File: src/rtl/core/two_sample_ks_statistic_assert.svh
// assertion macros for the two-sample ks statistic block
// no dependencies; included by modules that check their own logic
`ifndef TWO_SAMPLE_KS_STATISTIC_ASSERT_SVH
`define TWO_SAMPLE_KS_STATISTIC_ASSERT_SVH

// implication checked on every clock edge outside reset
`define KS_ASSERT_IMPL(label, clk, rst, ante, cons) \
   label: assert property (@(posedge clk) disable iff (rst) (ante) |-> (cons)) \
      else $error("assertion failed");

// implication checked in the cycle after the antecedent
`define KS_ASSERT_NEXT(label, clk, rst, ante, cons) \
   label: assert property (@(posedge clk) disable iff (rst) (ante) |=> (cons)) \
      else $error("assertion failed");

`endif

File: src/rtl/core/ks_pkg.sv
// shared constants for the two-sample ks statistic block
// no dependencies
package ks_pkg;
   localparam int MaxSamples  = 1024;
   localparam int SampleWidth = 32;
   localparam int InWidth     = 32;
   localparam int GapWidth    = 21;
   localparam int CountWidth  = 11;

   // set tags
   localparam logic TagA = 1'b0;
   localparam logic TagB = 1'b1;
endpackage

File: src/rtl/core/ks_front.sv
// front end: takes samples, counts per set, drops items for full sets, queues inserts
// depends on ks_pkg
module ks_front #(
   parameter int MAX_SAMPLES  = ks_pkg::MaxSamples,
   parameter int SAMPLE_WIDTH = ks_pkg::SampleWidth,
   parameter int CW = $clog2(MAX_SAMPLES + 1)
) (
   input  logic                    clock,
   input  logic                    reset,
   input  logic                    take,
   input  logic [ks_pkg::InWidth-1:0] sample_value,
   input  logic                    which_set,
   input  logic                    last,
   input  logic                    deq,
   output logic                    q_valid,
   output logic [SAMPLE_WIDTH:0]   q_key,
   output logic                    q_tag,
   output logic                    q_last,
   output logic                    q_ins,
   output logic [CW-1:0]           cnt_a,
   output logic [CW-1:0]           cnt_b,
   output logic                    q_full
);
   import ks_pkg::*;

   localparam int QD = 2;
   localparam int EW = SAMPLE_WIDTH + 4;

   logic [EW-1:0] fifo_ff [QD];
   logic [0:0]    wp_ff, rp_ff;
   logic [1:0]    used_ff;
   logic [CW-1:0] cnt_a_ff, cnt_b_ff;
   logic [SAMPLE_WIDTH-1:0] raw;
   logic [SAMPLE_WIDTH-1:0] biased;
   logic          ok;
   logic          push;

   // take the low bits (sign-extended when wider) and flip the sign so unsigned order follows signed order
   always_comb begin
      raw = '0;
      for (int b = 0; b < SAMPLE_WIDTH; b++) begin
         raw[b] = (b < InWidth) ? sample_value[b] : sample_value[InWidth-1];
      end
      biased = raw ^ {1'b1, {(SAMPLE_WIDTH-1){1'b0}}};
   end

   assign ok = (which_set == TagA) ? (cnt_a_ff != CW'(MAX_SAMPLES))
                                   : (cnt_b_ff != CW'(MAX_SAMPLES));
   assign push = take && (ok || last);

   // counters, cleared after a last item
   always_ff @(posedge clock) begin
      if (reset) begin
         cnt_a_ff <= '0;
         cnt_b_ff <= '0;
      end else if (take) begin
         if (last) begin
            cnt_a_ff <= '0;
            cnt_b_ff <= '0;
         end else if (ok && which_set == TagA) begin
            cnt_a_ff <= cnt_a_ff + 1'b1;
         end else if (ok) begin
            cnt_b_ff <= cnt_b_ff + 1'b1;
         end
      end
   end

   // counts including the item being accepted, handed with a last item
   logic [CW-1:0] fa, fb;
   assign fa = cnt_a_ff + CW'(ok && which_set == TagA);
   assign fb = cnt_b_ff + CW'(ok && which_set == TagB);

   // small queue to the back end
   always_ff @(posedge clock) begin
      if (reset) begin
         wp_ff <= '0;
         rp_ff <= '0;
         used_ff <= '0;
      end else begin
         if (push) begin
            wp_ff <= wp_ff + 1'b1;
         end
         if (deq) begin
            rp_ff <= rp_ff + 1'b1;
         end
         used_ff <= used_ff + 2'(push) - 2'(deq);
      end
   end

   always_ff @(posedge clock) begin
      if (push) begin
         fifo_ff[wp_ff] <= {{1'b0, biased}, which_set, last, ok};
      end
   end

   // count snapshot for the walk
   always_ff @(posedge clock) begin
      if (take && last) begin
         cnt_a <= fa;
         cnt_b <= fb;
      end
   end

   assign q_valid = used_ff != 2'd0;
   assign q_full  = used_ff == 2'(QD);
   assign q_key   = fifo_ff[rp_ff][EW-1:3];
   assign q_tag   = fifo_ff[rp_ff][2];
   assign q_last  = fifo_ff[rp_ff][1];
   assign q_ins   = fifo_ff[rp_ff][0];
endmodule

File: config.mk
export PLATFORM = sky130hd
export DESIGN_NAME = ks_front
export DESIGN_NICKNAME = d
export VERILOG_FILES = /design/src/rtl/core/two_sample_ks_statistic_assert.svh /design/src/rtl/core/ks_pkg.sv /design/src/rtl/core/ks_front.sv
export SDC_FILE = /design/constraint.sdc
export NUM_CORES = 1
export LEC_CHECK = 0
export BUFFER_PORTS_ARGS = -buffer_cell sky130_fd_sc_hd__buf_2
export CAP_MARGIN = 0
export CORE_MARGIN = 5
export CORE_UTILIZATION = 55
export DETAILED_ROUTE_END_ITERATION = 8
export GPL_TIMING_DRIVEN = 0
export MAX_ROUTING_LAYER = met4
export PLACE_DENSITY = 0.79
export REMOVE_ABC_BUFFERS = 1
export SYNTH_ARGS = -nofsm -noshare
export SYNTH_HDL_FRONTEND = slang
export SYNTH_SLANG_ARGS = --single-unit
File: constraint.sdc
create_clock -name clock -period 5.25 [get_ports clock]
set_input_delay 0.2625 -clock clock [delete_from_list [all_inputs] [get_ports clock]]
set_output_delay 0.2625 -clock clock [all_outputs]
set_load 0.01 [all_outputs]
* Yosys cells after proc, flatten, opt, wreduce, memory -nomap -nowiden *
Memory sizes are Yosys's and may differ from the RTL's. A register that Yosys moved wholly into a read port is not among the register bits.
Index checks and enable logic that the tools add are counted.

word-level totals
  latch bits = 0
  bits in writable memories = 70
  output and inout bits = 60
  memories kept = 1
  logic and storage cells = 42
  bits in registers = 48
  ROM bits = 0
  bits of input ports = 38

memories
  memory   depth  width  read ports  clocked after Yosys merged registers in  wr ports  RTL line        text
  fifo_ff  2      35     1           1                                        1         ks_front.sv:29  logic [EW-1:0] fifo_ff [QD];

cells by class
  reduce and logical (&&, ||, !) cells = 10
  order comparisons = 0
  bitwise logic cells = 2
  div/mod/pow operators = 0
  add/subtract/negate cells = 8
  equality and inequality tests = 4
  $mul = 0
  mux-type cells = 10
  shift-type cells = 0

operators with widths
  operator                 count
  $mux W11                 5
  $add A11 B1 Y11          2
  $add A11 B1 Y11 const B  2
  $ne A11 B11 Y1 const B   2
  $reduce_bool A2 Y1       3
  $mux W1                  5
  $logic_and A1 B1 Y1      4
  $reduce_and A3 Y1        1
  $add A1 B1 Y1 const B    2
  $add A2 B1 Y2            1
  $eq A2 B2 Y1 const B     1
  $ne A2 B2 Y1 const B     1
  $not A1 Y1               2
  $reduce_and A2 Y1        1
  $sub A2 B1 Y2            1
  $logic_or A1 B1 Y1       1

* Logic depth before layout (Yosys ltp) *
  word-level depth = 6
  mapped depth = 11
  gate-level depth less buffers = 10

* Least setup slack after synthesis *
No wires, ideal clock.

  path kind = register to register
  from = register cnt_a_ff[2]
  to = memory fifo_ff[0][0] (netlist bit) (enable)
  period minus slack after synthesis = 2.768 ns
  path slack = 2.482 ns
  buffers on the path = 1
  arrival time = 2.341 ns
  library setup time = 0.427 ns
  cell stages (with the launch flop) = 7
  data required time = 4.823 ns
  cell sequence = dfxtp_1 buf_2 nor4_2 nand3_2 and2_4 o21ai_4 nor2_1

on the way
  word-level cells in the longest chain between the ends = 6

RTL lines
  item                           RTL line        text
  start, declared                ks_front.sv:32  logic [CW-1:0] cnt_a_ff, cnt_b_ff;
  start signal, assigned         ks_front.sv:61  cnt_a_ff <= cnt_a_ff + 1'b1;
  $ne A11 B11 Y1                 ks_front.sv:47  assign ok = (which_set == TagA) ? (cnt_a_ff != CW'(MAX_SAMPLES))
  $mux W1                        ks_front.sv:47
  via ok                         ks_front.sv:35  logic ok;
  $logic_or A1 B1 Y1             ks_front.sv:49  assign push = take && (ok || last);
  $logic_and A1 B1 Y1            ks_front.sv:49
  $mux W1                        ks_front.sv:91  if (push) begin
  $mux W1 (not written as such)  ks_front.sv:92  fifo_ff[wp_ff] <= {{1'b0, biased}, which_set, last, ok};
  end, declared                  ks_front.sv:29

The timed path passes the listed nets, and every way through them passes these cells.

* Worst setup path in the final report *
  from = register cnt_a_ff[7]
  to = register cnt_a[8] (data pin)

on the way
  word-level cells in the longest chain between the ends = 4

RTL lines
  item                  RTL line        text
  $ne A11 B11 Y1        ks_front.sv:47
  $mux W1               ks_front.sv:47
  $logic_and A1 B1 Y1   ks_front.sv:70  assign fa = cnt_a_ff + CW'(ok && which_set == TagA);
  $add A11 B1 Y11 (*)   ks_front.sv:70
  via fa[8]             ks_front.sv:69  logic [CW-1:0] fa, fb;
  end signal, assigned  ks_front.sv:99  cnt_a <= fa;
  end, declared         ks_front.sv:20  output logic [CW-1:0] cnt_a,

The timed path passes the listed nets; every way through them passes the cells marked *.
A chain may end at the register's enable or synchronous reset.

==> flow_summary.yaml <==
status:
  status: "complete, no violations"
power_and_ir_drop:
  cellLeakagePower_nw: 2.45
  p_total_mw: 2.38
  cellPowerDensity_nw_per_um2: 360
  ir_drop_mv: 0.268
global_route:
  grt_pass1_vias: 3506
  grtUsageTotal_pct: 20.1
  antenna_found_initial: 0
  grt_pass1_wl_mm: 17.4
  grt.overflow.total: 0
  grt_max_degree: 36
timing:
  worst_clock_skew_ns: 0.0102
  period_minus_slack_ns: 2.65
  fin_crit_sh_pct: 50.4
  finalHoldViolCount: 0
  setup_viol: 0
  worst_pin_slew_ns: 1.09
  fin_tns_setup_ns: 0
  slew_violations: 0
  relSlewSlack_pct: 27.6
  fmax_mhz: 378
  rsz0062_at_grt: "false"
floorplan:
  io_pins: 98
  fp.dieH_um: 107
  start_util_pct: 56.2
  dieArea_um2: 11500
  core-area_um2: 9240
  rows: 35
  die_width_um: 107
placement:
  placed_cell_area_um2: 5720
  gp_congestion: 0.774
  port_buffers: 96
  place_hpwl_mm: 6.60
synth:
  synth_edf_count: 92
  syn-instance-count: 377
  syn_area_um2: 5190
  synth_warnings: 0
  synth_top_family_by_area: "simple AND/OR/NAND/NOR gates"
  avgSynthCellArea_um2: 13.8
  dominantRegCellSynth: "edfxtp_1"
  synth-compound-area-share_pct: 5.28
  yosysSeqAreaShare_pct: 63.6
  synth-seq-cells: 119
  yosysTopAreaCellShare_pct: 53.2
  muxShareOfSynthArea_pct: 8.03
  synth_xor_area_share_pct: 4.56
  async_reset_ff_share_pct: 0
  synth_area_leader_cell: "edfxtp_1"
  synth-simple-area-share_pct: 12.6
  synth.distinct_cells: 48
  synthTopCellsByArea: "edfxtp_1, dfxtp_1, mux2_2, xnor2_1, xor2_1"
  synth_fa_ha_area_share_pct: 1.93
critical_path:
  required_ns: 5.50
  cp-start-kind: "register"
  cp_slowest_cell: "dfxtp_1"
  critPathMostFrequentCell: "ha_1"
  path_cells: "nor4b_2 > nand3_2 > and3_2 > ha_1 > ha_1 > and3_1 > nand3_1 > nor2_1 > xor2_1"
  critical_path.max_fanout: 13
  worst-setup-path-type: "reg2reg"
  cpPeakStageDelay_ns: 0.38
  crit_path_end_kind: "register"
  cp.arrival_ns: 2.89
detailed_routing:
  avgViaCountPerCell: 5.35
  postRouteAntennaNets: 0
  drc: 0
  drt_pass1_iterations: 4
  wl_per_cell_um: 16.8
  drtIter0Drc: 161
  drt-total-wl_mm: 10.8
  num_vias: 3428
layout:
  final_common_cell: "buf_2"
  final_design_area_no_fill_um2: 6610
  multiInputGateArea_um2: 1700
  finish.net_count: 546
  fill_cells: 618
  post-route-util_pct: 71.5
  most-common-layout-cells: "buf_2, edfxtp_1, mux2_2"
  drive_above_1_share_pct: 36.5
  n_antenna_cell: 0
  seq_area_um2: 3300
  syn2layout_area_growth_pct: 27.3
cts:
  cts_root_buf: "clkbuf_8"
  cts_max_path_buffers: 2
  cts.clk_slew.worst_paths_ns: 0.06
  cts_inserted_buffers: 17
  htreeDepth: 4
  cts_tree: "done"
  cts_sinks: 119
  clock_latency_ns: 0.51
worst_hold_path:
  worstHoldPathType: "in2reg"
job:
  maxCapViolations: 0
-- where the power goes --
group / leakage [nW] / internal, mW / switching (mW) / total (mW)
combinational: 1.10 / 0.0998 / 0.104 / 0.204
clock: 0.274 / 0.674 / 0.414 / 1.09
sequential: 1.07 / 1.06 / 0.0243 / 1.09
total: 2.45 / 1.84 / 0.542 / 2.38
-- timing repair --
action | in CTS | in global routing
buffers inserted | 0 | 0
hold endpoints to repair | 64 | 0
setup endpoints to repair | 0 | 0
hold buffers | 32 | 0
resized for setup | 0 | 0
-- flip-flops by register name, summed over array words and instances, names as in the netlist, named ones only --
name	flops
used_ff	2
cnt_a	11
cnt_a_ff	11
cnt_b_ff	11
wp_ff	1
fifo_ff	70
rp_ff	1
cnt_b	11
-- routing by layer --
| metal | up-vias | track usage (%) | part of all wire [%] |
|---|---|---|---|
| li1 | 1648 | - | - |
| met1 | 1681 | 23.3 | 42 |
| met2 | 88 | 33.7 | 53 |
| met3 | 11 | 5.48 | 4.7 |
| met4 | 0 | 6.94 | 0.90 |
| met5 | - | - | 0 |
-- cells by family after synthesis --
logic type,Yosys count
buffers and inverters,35
muxes,37
xor gates and xnor gates,27
and+or+nand+nor,109
adders and majority gates,8
AOI/OAI and AO/OA,41
other,1
DFF,119
-- critical path: cells and delay by family, from the launching register on --
kind | cells | cell delay [ns]
simple gates | 6 | 1.46
flops | 1 | 0.38
xor+xnor | 1 | 0.14
fa+ha+maj | 2 | 0.41
-- area by class of cell --
class                   count  area share, %
clock buffers              17           6.27
clock inverters            14           2.29
inverters                   9          0.511
multi-input cells         223           25.7
flip-flops and latches    119           50.0
well taps                 129           2.44
repair buffers            130           12.7
-- through the flow --
step	instances	setup WS [ns]	hold WS (ns)
after floorplan	351	2.33	0.332
after global placement	576	1.31	0.451
after detailed placement	578	2.49	0.455
after CTS	641	2.59	0.0172
after global routing	641	2.43	0.0610
final	641	2.60	0.0383
-- Yosys cell counts (2+ instances only) --
library cell	number
buf_2	8
nand3_2	3
edfxtp_1	92
buf_4	4
and2_1	2
mux2_2	35
and3_1	5
buf_1	2
a21oi_1	13
nand3b_1	4
clkbuf_1	5
inv_1	9
o21ai_0	11
nor2b_1	2
nor4_2	3
nor2_1	27
or2_2	2
and2_4	2
nand2_1	15
mux2_1	2
xnor2_1	15
ha_1	8
or3_1	4
nor4b_4	2
nand3_1	12
xor2_1	12
dfxtp_1	27
nand4_1	13
a31oi_1	5
nor3_1	3
buf_6	6
nand2b_1	2
nor4_1	3
a41oi_1	5
-- final timing paths --
check	startpoint	to	slack [ns]	cells after the start
min reg2reg	rp_ff	register	0.53	2
min	deq	register	0.04	3
max	cnt_a_ff[7]	cnt_a[8]	2.60	9
max reg2reg	cnt_a_ff[7]	cnt_a[8]	2.60	9
Note: power is estimated with default switching activity, not from simulation.
